### src/hw/rtl/master_stack_tile_layout_macros.svh
// ----------------------------------------------------------------------------
// Assertion macros for the master/stack tile layout block
// Concurrent checks clocked on clk and disabled while rst_n is low.
// ----------------------------------------------------------------------------
`ifndef MASTER_STACK_TILE_LAYOUT_MACROS_SVH
`define MASTER_STACK_TILE_LAYOUT_MACROS_SVH

// Same-cycle implication.
`define MSTL_ASSERT_IMP(label, ante, cons) \
    label: assert property (@(posedge clk) disable iff (!rst_n) (ante) |-> (cons)) \
        else $error("mstl assertion failed");

// Next-cycle implication.
`define MSTL_ASSERT_NXT(label, ante, cons) \
    label: assert property (@(posedge clk) disable iff (!rst_n) (ante) |=> (cons)) \
        else $error("mstl assertion failed");

`endif

### src/hw/rtl/mstl_pkg.sv
// ----------------------------------------------------------------------------
// mstl_pkg
// Shared types and constants for the master/stack tile layout block.
// ----------------------------------------------------------------------------
`timescale 1ns / 1ps

package mstl_pkg;

    localparam int MAX_WINDOWS_DEF = 32;
    localparam int COORD_WIDTH_DEF = 16;

    localparam int CFG_IDX_W  = 3;
    localparam int CFG_DATA_W = 32;
    localparam int CNT_W      = 6;
    localparam int IDX_W      = 5;
    localparam int IW         = 20;   // internal coordinate width, signed
    localparam int NW         = 18;   // height numerator width, signed
    localparam int RW         = CNT_W + 1;
    localparam int STEP_W     = 5;

    typedef enum logic [CFG_IDX_W-1:0] {
        REG_AREA_X          = 3'd0,
        REG_AREA_Y          = 3'd1,
        REG_AREA_WIDTH      = 3'd2,
        REG_AREA_HEIGHT     = 3'd3,
        REG_GAP_SIZES       = 3'd4,
        REG_MASTER_COUNT    = 3'd5,
        REG_MASTER_FRACTION = 3'd6,
        REG_LAYOUT_FLAGS    = 3'd7
    } cfg_reg_t;

    typedef struct packed {
        logic load;
        logic calc_mw;
        logic col_init;
        logic div_start;
        logic div_step;
        logic emit;
    } mstl_cmd_t;

    typedef struct packed {
        logic zero_count;
        logic div_done;
        logic out_free;
        logic last;
        logic next_col;
    } mstl_stat_t;

endpackage

### src/hw/rtl/mstl_ctrl.sv
// ----------------------------------------------------------------------------
// mstl_ctrl
// Sequencer: walks one request through setup, per-column init, divide, emit.
// ----------------------------------------------------------------------------
`timescale 1ns / 1ps

module mstl_ctrl
(
    input  logic               clk,
    input  logic               rst_n,
    input  logic               in_valid,
    output logic               in_ready,
    input  mstl_pkg::mstl_stat_t stat,
    output mstl_pkg::mstl_cmd_t  cmd
);
    import mstl_pkg::*;

    typedef enum logic [6:0] {
        ST_IDLE = 7'b0000001,
        ST_LOAD = 7'b0000010,
        ST_COLI = 7'b0000100,
        ST_DIVS = 7'b0001000,
        ST_DIV  = 7'b0010000,
        ST_EMIT = 7'b0100000,
        ST_MW   = 7'b1000000
    } state_t;

    state_t state_reg, state_next;

    always_ff @(posedge clk or negedge rst_n)
    begin
        if (!rst_n)
        begin
            state_reg <= ST_IDLE;
        end
        else
        begin
            state_reg <= state_next;
        end
    end

    assign in_ready = (state_reg == ST_IDLE);

    always_comb
    begin
        state_next = state_reg;
        cmd        = '0;
        unique case (state_reg)
            ST_IDLE:
            begin
                if (in_valid)
                begin
                    cmd.load   = 1'b1;
                    state_next = ST_LOAD;
                end
            end
            ST_LOAD:
            begin
                state_next = stat.zero_count ? ST_IDLE : ST_MW;
            end
            ST_MW:
            begin
                cmd.calc_mw = 1'b1;
                state_next  = ST_COLI;
            end
            ST_COLI:
            begin
                cmd.col_init = 1'b1;
                state_next   = ST_DIVS;
            end
            ST_DIVS:
            begin
                cmd.div_start = 1'b1;
                state_next    = ST_DIV;
            end
            ST_DIV:
            begin
                cmd.div_step = 1'b1;
                if (stat.div_done)
                begin
                    state_next = ST_EMIT;
                end
            end
            ST_EMIT:
            begin
                // hold until the output register is free
                if (stat.out_free)
                begin
                    cmd.emit = 1'b1;
                    if (stat.last)
                    begin
                        state_next = ST_IDLE;
                    end
                    else if (stat.next_col)
                    begin
                        state_next = ST_COLI;
                    end
                    else
                    begin
                        state_next = ST_DIVS;
                    end
                end
            end
            default:
            begin
                state_next = ST_IDLE;
            end
        endcase
    end

endmodule

### src/hw/rtl/mstl_datapath.sv
// ----------------------------------------------------------------------------
// mstl_datapath
// Configuration registers, master width, column cursors, bit-serial divider
// and the result register.
// ----------------------------------------------------------------------------
`timescale 1ns / 1ps

module mstl_datapath
#(
    parameter int MAX_WINDOWS = mstl_pkg::MAX_WINDOWS_DEF,
    parameter int COORD_WIDTH = mstl_pkg::COORD_WIDTH_DEF
)
(
    input  logic                               clk,
    input  logic                               rst_n,
    input  logic                               cfg_wr_en,
    input  logic [mstl_pkg::CFG_IDX_W-1:0]     cfg_index,
    input  logic [mstl_pkg::CFG_DATA_W-1:0]    cfg_data,
    input  logic [mstl_pkg::CNT_W-1:0]         window_count,
    input  mstl_pkg::mstl_cmd_t                cmd,
    output mstl_pkg::mstl_stat_t               stat,
    output logic                               out_valid,
    input  logic                               out_ready,
    output logic [mstl_pkg::IDX_W-1:0]         window_index,
    output logic signed [COORD_WIDTH-1:0]      win_x,
    output logic signed [COORD_WIDTH-1:0]      win_y,
    output logic signed [COORD_WIDTH-1:0]      win_w,
    output logic signed [COORD_WIDTH-1:0]      win_h,
    output logic                               last_window
);
    import mstl_pkg::*;

    localparam logic signed [33:0] SAT_HI = (34'sd1 <<< (COORD_WIDTH - 1)) - 34'sd1;
    localparam logic signed [33:0] SAT_LO = -SAT_HI - 34'sd1;

    function automatic logic [COORD_WIDTH-1:0] sat_coord(input logic signed [IW-1:0] v);
        logic signed [33:0] e;
        e = 34'(v);
        if (e > SAT_HI)
        begin
            e = SAT_HI;
        end
        else if (e < SAT_LO)
        begin
            e = SAT_LO;
        end
        return e[COORD_WIDTH-1:0];
    endfunction

    // configuration
    logic signed [15:0] area_x_reg, area_y_reg;
    logic [14:0]        area_w_reg, area_h_reg;
    logic [31:0]        gaps_reg;
    logic [7:0]         mcount_reg;
    logic [15:0]        frac_reg;
    logic [1:0]         flags_reg;

    always_ff @(posedge clk or negedge rst_n)
    begin
        if (!rst_n)
        begin
            area_x_reg <= '0;
            area_y_reg <= '0;
            area_w_reg <= 15'd1920;
            area_h_reg <= 15'd1080;
            gaps_reg   <= '0;
            mcount_reg <= 8'd1;
            frac_reg   <= 16'd36045;
            flags_reg  <= '0;
        end
        else if (cfg_wr_en)
        begin
            unique case (cfg_reg_t'(cfg_index))
                REG_AREA_X:          area_x_reg <= cfg_data[15:0];
                REG_AREA_Y:          area_y_reg <= cfg_data[15:0];
                REG_AREA_WIDTH:      area_w_reg <= cfg_data[14:0];
                REG_AREA_HEIGHT:     area_h_reg <= cfg_data[14:0];
                REG_GAP_SIZES:       gaps_reg   <= cfg_data;
                REG_MASTER_COUNT:    mcount_reg <= cfg_data[7:0];
                REG_MASTER_FRACTION: frac_reg   <= cfg_data[15:0];
                REG_LAYOUT_FLAGS:    flags_reg  <= cfg_data[1:0];
                default:             ;
            endcase
        end
    end

    // per-request working registers
    logic [CNT_W-1:0]     cnt_reg, nm_reg, i_reg, r_reg;
    logic [7:0]           goh_reg, gov_reg, gih_reg, giv_reg;
    logic [31:0]          prod_reg;
    logic signed [NW-1:0] num_reg;
    logic signed [IW-1:0] c_reg;
    logic                 neg_reg;
    logic [NW-1:0]        quo_reg;
    logic [RW-1:0]        rem_reg;
    logic [STEP_W-1:0]    step_reg;
    logic                 out_valid_reg;

    logic [CNT_W-1:0] cnt_sat;
    logic             smart;
    logic             in_master;
    logic             stack_any;
    logic [CNT_W-1:0] r_col;
    logic [13:0]      gap_mul;
    logic [RW-1:0]    trial;
    logic signed [IW-1:0] mw, h_ext, x_val, y_val, w_val;
    logic signed [NW-1:0] h_val;
    logic signed [IW-1:0] ax, aw, gohx, gihx, govx, givx;

    assign cnt_sat = ({1'b0, window_count} > 7'(MAX_WINDOWS)) ?
                     CNT_W'(MAX_WINDOWS) : window_count;
    assign smart   = flags_reg[0] && (cnt_sat == CNT_W'(1));

    assign in_master = (i_reg < nm_reg);
    assign stack_any = (cnt_reg > nm_reg);
    assign r_col     = in_master ? (nm_reg - i_reg) : (cnt_reg - i_reg);
    assign gap_mul   = giv_reg * 6'(r_col - CNT_W'(1));

    assign ax   = IW'(area_x_reg);
    assign aw   = $signed({{(IW-15){1'b0}}, area_w_reg});
    assign gohx = $signed({{(IW-8){1'b0}}, goh_reg});
    assign gihx = $signed({{(IW-8){1'b0}}, gih_reg});
    assign govx = $signed({{(IW-8){1'b0}}, gov_reg});
    assign givx = $signed({{(IW-8){1'b0}}, giv_reg});

    always_comb
    begin
        if (!stack_any)
        begin
            mw = aw - (gohx <<< 1) + gihx;
        end
        else if (nm_reg == '0)
        begin
            mw = '0;
        end
        else
        begin
            mw = $signed({{(IW-16){1'b0}}, prod_reg[31:16]});
        end
    end

    assign trial = {rem_reg[RW-2:0], quo_reg[NW-1]} - {1'b0, r_reg};
    assign h_val = neg_reg ? -$signed(quo_reg) : $signed(quo_reg);
    assign h_ext = IW'(h_val);
    assign y_val = IW'(area_y_reg) + c_reg;

    always_comb
    begin
        if (in_master)
        begin
            x_val = flags_reg[1] ? (ax + aw - mw - gohx + gihx) : (ax + gohx);
            w_val = mw - gihx;
        end
        else
        begin
            x_val = flags_reg[1] ? (ax + gohx) : (ax + mw + gohx);
            w_val = aw - mw - (gohx <<< 1);
        end
    end

    always_ff @(posedge clk)
    begin
        if (cmd.load)
        begin
            cnt_reg <= cnt_sat;
            i_reg   <= '0;
            goh_reg <= smart ? 8'd0 : gaps_reg[7:0];
            gov_reg <= smart ? 8'd0 : gaps_reg[15:8];
            gih_reg <= smart ? 8'd0 : gaps_reg[23:16];
            giv_reg <= smart ? 8'd0 : gaps_reg[31:24];
            nm_reg  <= ({1'b0, mcount_reg} < {3'b0, cnt_sat}) ? mcount_reg[CNT_W-1:0] : cnt_sat;
        end
        if (cmd.calc_mw)
        begin
            prod_reg <= ({1'b0, area_w_reg} + {8'b0, gih_reg}) * frac_reg;
        end
        if (cmd.col_init)
        begin
            r_reg   <= r_col;
            num_reg <= $signed({3'b0, area_h_reg}) - $signed({9'b0, gov_reg, 1'b0})
                       - $signed({4'b0, gap_mul});
            c_reg   <= govx;
        end
        if (cmd.div_start)
        begin
            neg_reg  <= num_reg[NW-1];
            quo_reg  <= num_reg[NW-1] ? NW'(-num_reg) : NW'(num_reg);
            rem_reg  <= '0;
            step_reg <= '0;
        end
        if (cmd.div_step)
        begin
            step_reg <= step_reg + STEP_W'(1);
            if (!trial[RW-1])
            begin
                rem_reg <= trial;
                quo_reg <= {quo_reg[NW-2:0], 1'b1};
            end
            else
            begin
                rem_reg <= {rem_reg[RW-2:0], quo_reg[NW-1]};
                quo_reg <= {quo_reg[NW-2:0], 1'b0};
            end
        end
        if (cmd.emit)
        begin
            window_index <= i_reg[IDX_W-1:0];
            win_x        <= sat_coord(x_val);
            win_y        <= sat_coord(y_val);
            win_w        <= sat_coord(w_val);
            win_h        <= sat_coord(h_ext);
            last_window  <= (i_reg == cnt_reg - CNT_W'(1));
            num_reg      <= num_reg - h_val;
            c_reg        <= c_reg + h_ext + givx;
            r_reg        <= r_reg - CNT_W'(1);
            i_reg        <= i_reg + CNT_W'(1);
        end
    end

    always_ff @(posedge clk or negedge rst_n)
    begin
        if (!rst_n)
        begin
            out_valid_reg <= 1'b0;
        end
        else if (cmd.emit)
        begin
            out_valid_reg <= 1'b1;
        end
        else if (out_ready)
        begin
            out_valid_reg <= 1'b0;
        end
    end

    assign out_valid       = out_valid_reg;
    assign stat.zero_count = (cnt_reg == '0);
    assign stat.div_done   = (step_reg == STEP_W'(NW - 1));
    assign stat.out_free   = !out_valid_reg || out_ready;
    assign stat.last       = (i_reg == cnt_reg - CNT_W'(1));
    assign stat.next_col   = (i_reg + CNT_W'(1) == nm_reg);

endmodule

### src/hw/rtl/master_stack_tile_layout.sv
// Master/stack tile layout.
// Input channel (in_valid/in_ready, window_count) takes one request; the block
// answers with one rectangle per window on the output channel (out_valid/
// out_ready), in window order, last_window marking the final one. A count of
// zero gives no rectangles; counts above MAX_WINDOWS are clamped.
// Configuration is written through cfg_wr_en/cfg_index/cfg_data while idle;
// the block itself does not enforce that, the user must. Sequence: setup
// (load, master width), then a column start for each column, and for each
// window a divide start, the restoring divider at one quotient bit per cycle,
// then emit. in_ready is high only
// while no request is in progress. A result sits in the output register until
// taken; while the receiver stalls, the next window's divide proceeds and then
// waits. Reset returns the sequencer to idle, drops any pending result and
// restores the configuration registers to their defaults.
// ----------------------------------------------------------------------------
// master_stack_tile_layout
// Top level: sequencer plus datapath.
// ----------------------------------------------------------------------------
`timescale 1ns / 1ps
`include "master_stack_tile_layout_macros.svh"

module master_stack_tile_layout
#(
    parameter int MAX_WINDOWS = mstl_pkg::MAX_WINDOWS_DEF,
    parameter int COORD_WIDTH = mstl_pkg::COORD_WIDTH_DEF
)
(
    input  logic                            clk,
    input  logic                            rst_n,
    input  logic                            cfg_wr_en,
    input  logic [mstl_pkg::CFG_IDX_W-1:0]  cfg_index,
    input  logic [mstl_pkg::CFG_DATA_W-1:0] cfg_data,
    input  logic                            in_valid,
    output logic                            in_ready,
    input  logic [mstl_pkg::CNT_W-1:0]      window_count,
    output logic                            out_valid,
    input  logic                            out_ready,
    output logic [mstl_pkg::IDX_W-1:0]      window_index,
    output logic signed [COORD_WIDTH-1:0]   win_x,
    output logic signed [COORD_WIDTH-1:0]   win_y,
    output logic signed [COORD_WIDTH-1:0]   win_w,
    output logic signed [COORD_WIDTH-1:0]   win_h,
    output logic                            last_window
);
    import mstl_pkg::*;

    mstl_cmd_t  cmd;
    mstl_stat_t stat;

    mstl_ctrl u_ctrl
    (
        .clk      (clk),
        .rst_n    (rst_n),
        .in_valid (in_valid),
        .in_ready (in_ready),
        .stat     (stat),
        .cmd      (cmd)
    );

    mstl_datapath
    #(
        .MAX_WINDOWS (MAX_WINDOWS),
        .COORD_WIDTH (COORD_WIDTH)
    )
    u_dp
    (
        .clk          (clk),
        .rst_n        (rst_n),
        .cfg_wr_en    (cfg_wr_en),
        .cfg_index    (cfg_index),
        .cfg_data     (cfg_data),
        .window_count (window_count),
        .cmd          (cmd),
        .stat         (stat),
        .out_valid    (out_valid),
        .out_ready    (out_ready),
        .window_index (window_index),
        .win_x        (win_x),
        .win_y        (win_y),
        .win_w        (win_w),
        .win_h        (win_h),
        .last_window  (last_window)
    );

    // a new result never overwrites one still waiting
    `MSTL_ASSERT_IMP(a_emit_free, cmd.emit, (!out_valid || out_ready))
    // an accepted request leaves the sequencer busy
    `MSTL_ASSERT_NXT(a_busy_after_accept, (in_valid && in_ready), !in_ready)
    // only one datapath step at a time
    `MSTL_ASSERT_IMP(a_one_cmd, 1'b1, $onehot0(cmd))

endmodule
### config.mk
export PLATFORM = sky130hd
export DESIGN_NAME = master_stack_tile_layout
export DESIGN_NICKNAME = d
export VERILOG_FILES = /design/src/hw/rtl/mstl_pkg.sv /design/src/hw/rtl/mstl_ctrl.sv /design/src/hw/rtl/mstl_datapath.sv /design/src/hw/rtl/master_stack_tile_layout.sv
export VERILOG_INCLUDE_DIRS = /design/src /design/src/hw/rtl
export SDC_FILE = /design/constraint.sdc
export NUM_CORES = 2
export LEC_CHECK = 0
export CORE_MARGIN = 3
export CORE_UTILIZATION = 40
export DETAILED_ROUTE_END_ITERATION = 16
export DONT_BUFFER_PORTS = 1
export SYNTH_ARGS = -nofsm -noshare
export SYNTH_HDL_FRONTEND = slang
export SYNTH_SLANG_ARGS = --single-unit
### constraint.sdc
create_clock -name clk -period 18.1 [get_ports clk]
set_clock_uncertainty 0.1 [all_clocks]
set_input_delay 3.62 -clock clk [delete_from_list [all_inputs] [get_ports clk]]
set_output_delay 3.62 -clock clk [all_outputs]
set_load 0.01 [all_outputs]
==> results.cfg <==
[outcome]
status = finished, final reports clean

[critical_path]
rr_startpoint = u_dp.gih_reg[1]
path_class = flop to flop
cp-start-kind = flop
cp_max_fo = 16
arrival_ns = 9.79
cpPeakStageDelay_ns = 0.57
slowest_stage = edfxtp_1
critPathRequiredTime_ns = 18.31
worst_setup_path_end_kind = flop
worstSetupStartpoint = u_dp.gih_reg[1]

[logic_synthesis]
synth-seq-cells = 338
synthAdderAreaFrac = 0.296
synth_edf_count = 210
ys_warn_count = 0
synth_cells = 3759
synthMuxAreaShare = 0.0351
synth_compound_area_frac = 0.122
seq_area_frac_synth = 0.269
synthesis.area_um2 = 35500
synth_top_family_by_area = adder cells
synth_ff_type = edfxtp_1
async_flop_share = 0.379
synth_xor_area_frac = 0.0674
synth-simple-area-share = 0.142
avgSynthCellArea_um2 = 9.43
syn_nets = 4480
synth_cell_types = 88

[clock_tree]
cts.htree.levels = 2
root_buffer = clkbuf_16
numCtsBuffers = 40
clockBufferDepth = 3
path_clk_slew_ns = 0.06
postCtsSetupBuffers = 0
cts_tree = yes
cts_sinks = 338
cts.repair.resized = 0
cts_hold_buf = 0
clock_latency_ns = 0.60

[sta]
slew_viol_final = 0
relSlewSlack = 0.197
hold_viol = 0
min_period_over_period = 0.529
finalWorstPathRequiredPeriod_ns = 9.58
rsz0062_at_grt = no
fmax_mhz = 104
finalSetupViolations = 0
worst_slew_pin_slew_ns = 1.19
setup_slack_ns = 8.52
fin_setup_tns_ns = 0

[detailed_routing]
viasPerCell = 5.26
routedWlPerCell_um = 18.7
vias = 25900
drc = 0
drtAntennaViolNets = 0
dr.pass1.iters = 6
drtIter0Drc = 1717
routed_wl_mm = 92.4

[placed_design]
gp_congestion = 0.873
numPortBuffers = 0
dp_hpwl_mm = 72.4
post-place-ws_ns = 8.48

[global_route]
grt_max_degree = 129
grt_overflow = 0
grt_pass1_wl_mm = 147
grt_pass1_vias = 25800
grtUsageTotal = 0.200
antenna_found_initial = 8

[die]
die_w_um = 304
rows = 108
boundaryPins = 118
dieArea_um2 = 92300
start_util = 0.406
core_area_um2 = 87300
dieHeight_um = 304

[layout]
largest_reg_flops = 32
final_net_count = 4463
drive_gt1_frac = 0.0774
syn_to_final_growth_pct = 7.78

[min_path]
min_from = u_dp.gaps_reg[24]
worstHoldPathType = flop to flop

[flow_run]
max-cap-violations = 0
stage by stage:
step	cells	util	cell area, um^2	hold slack [ns]
4_1_cts	4929	0.438	38200	0.401
2_1_floorplan	3759	-	35500	0.371
6_report	4934	0.438	38200	0.395
3_3_place_gp	4855	0.422	36900	0.381
5_1_grt	4929	0.438	38200	0.409
3_5_place_dp	4855	0.422	36900	0.387
critical path: cells and delay by family (launching register included):
family	cells	cell delay (ns)
AOI/OAI and AO/OA	17	3.90
xor gates and xnor gates	2	0.27
adders and majority gates	8	3.61
buffers and inverters	4	0.42
DFF	1	0.57
and+or+nand+nor	4	0.44
final cells by class:
cell class,instances,area [um^2]
fillers,8486,49100
multi-input cells,2776,23500
flip-flops and latches,338,9530
inverters,544,2040
well taps,1155,1450
clock buffers,55,1180
repair buffers,42,315
clock inverters,19,155
diodes,5,12.5
placed cells by master, fill, tap and decap left out, types with 61 or more instances in the layout:
| cell type | Yosys | routed |
|---|---|---|
| nand2_1 | 377 | 375 |
| a21o_1 | 84 | 84 |
| fa_1 | 273 | 273 |
| edfxtp_1 | 210 | 210 |
| dfrtp_1 | 110 | 110 |
| nand3_1 | 61 | 61 |
| o21ai_0 | 208 | 208 |
| inv_1 | 544 | 543 |
| nor2_1 | 196 | 196 |
| xnor2_1 | 160 | 160 |
| a21oi_1 | 160 | 160 |
| ha_1 | 402 | 402 |
| mux2_2 | 99 | 99 |
| and2_1 | 155 | 154 |
| xor2_1 | 113 | 113 |
layer usage:
layer | routed length (um) | vias up | global-route usage
met2 | 41500 | 537 | 0.314
met3 | 4990 | 89 | 0.0274
met5 | 27 | - | 0
met1 | 44000 | 12700 | 0.294
met4 | 1930 | 4 | 0.0437
li1 | - | 12600 | -
cell usage after synthesis, types with 23 or more instances:
cell / number / share of area
and3_1: 25 / 0.0044
or3_1: 27 / 0.0048
nor2_1: 196 / 0.021
o21a_1: 33 / 0.0070
nor2b_1: 34 / 0.0060
nand3_1: 61 / 0.0086
a21oi_1: 160 / 0.023
dfrtp_1: 110 / 0.078
edfxtp_1: 210 / 0.18
o31ai_1: 23 / 0.0049
xnor2_1: 160 / 0.040
a21o_1: 84 / 0.018
o21ai_0: 208 / 0.029
nand2_1: 377 / 0.040
clkbuf_1: 86 / 0.0091
o21bai_1: 23 / 0.0049
nor3_1: 51 / 0.0072
ha_1: 402 / 0.14
nand2b_1: 36 / 0.0064
mux2_2: 99 / 0.031
fa_1: 273 / 0.15
inv_1: 544 / 0.058
xor2_1: 113 / 0.028
and2_1: 155 / 0.027
kinds of logic (layout without fill, tap and decap cells):
kind of cell | Yosys count | after routing
buffers and inverters | 645 | 660
AO/OA/AOI/OAI | 684 | 684
adder cells (fa/ha/maj) | 675 | 675
multiplexers | 112 | 112
other | 0 | 5
AND/OR/NAND/NOR | 1032 | 1032
flip-flops | 338 | 338
XOR/XNOR | 273 | 273
worst paths after layout:
kind,to,slack (ns),depth (start not counted)
setup / recovery,u_dp.prod_reg[31],8.52,35
hold / removal,u_dp.gaps_reg[24],0.40,1
setup reg to reg,u_dp.prod_reg[31],8.52,35
hold reg to reg,u_dp.gaps_reg[24],0.40,1
max in group asynchronous,u_dp.area_w_reg[10],14.90,0
min in group asynchronous,u_ctrl.state_reg[5],2.65,0
Power is not shown: default switching activity piles up to over one toggle a cycle in this logic, so the estimate is an artifact.
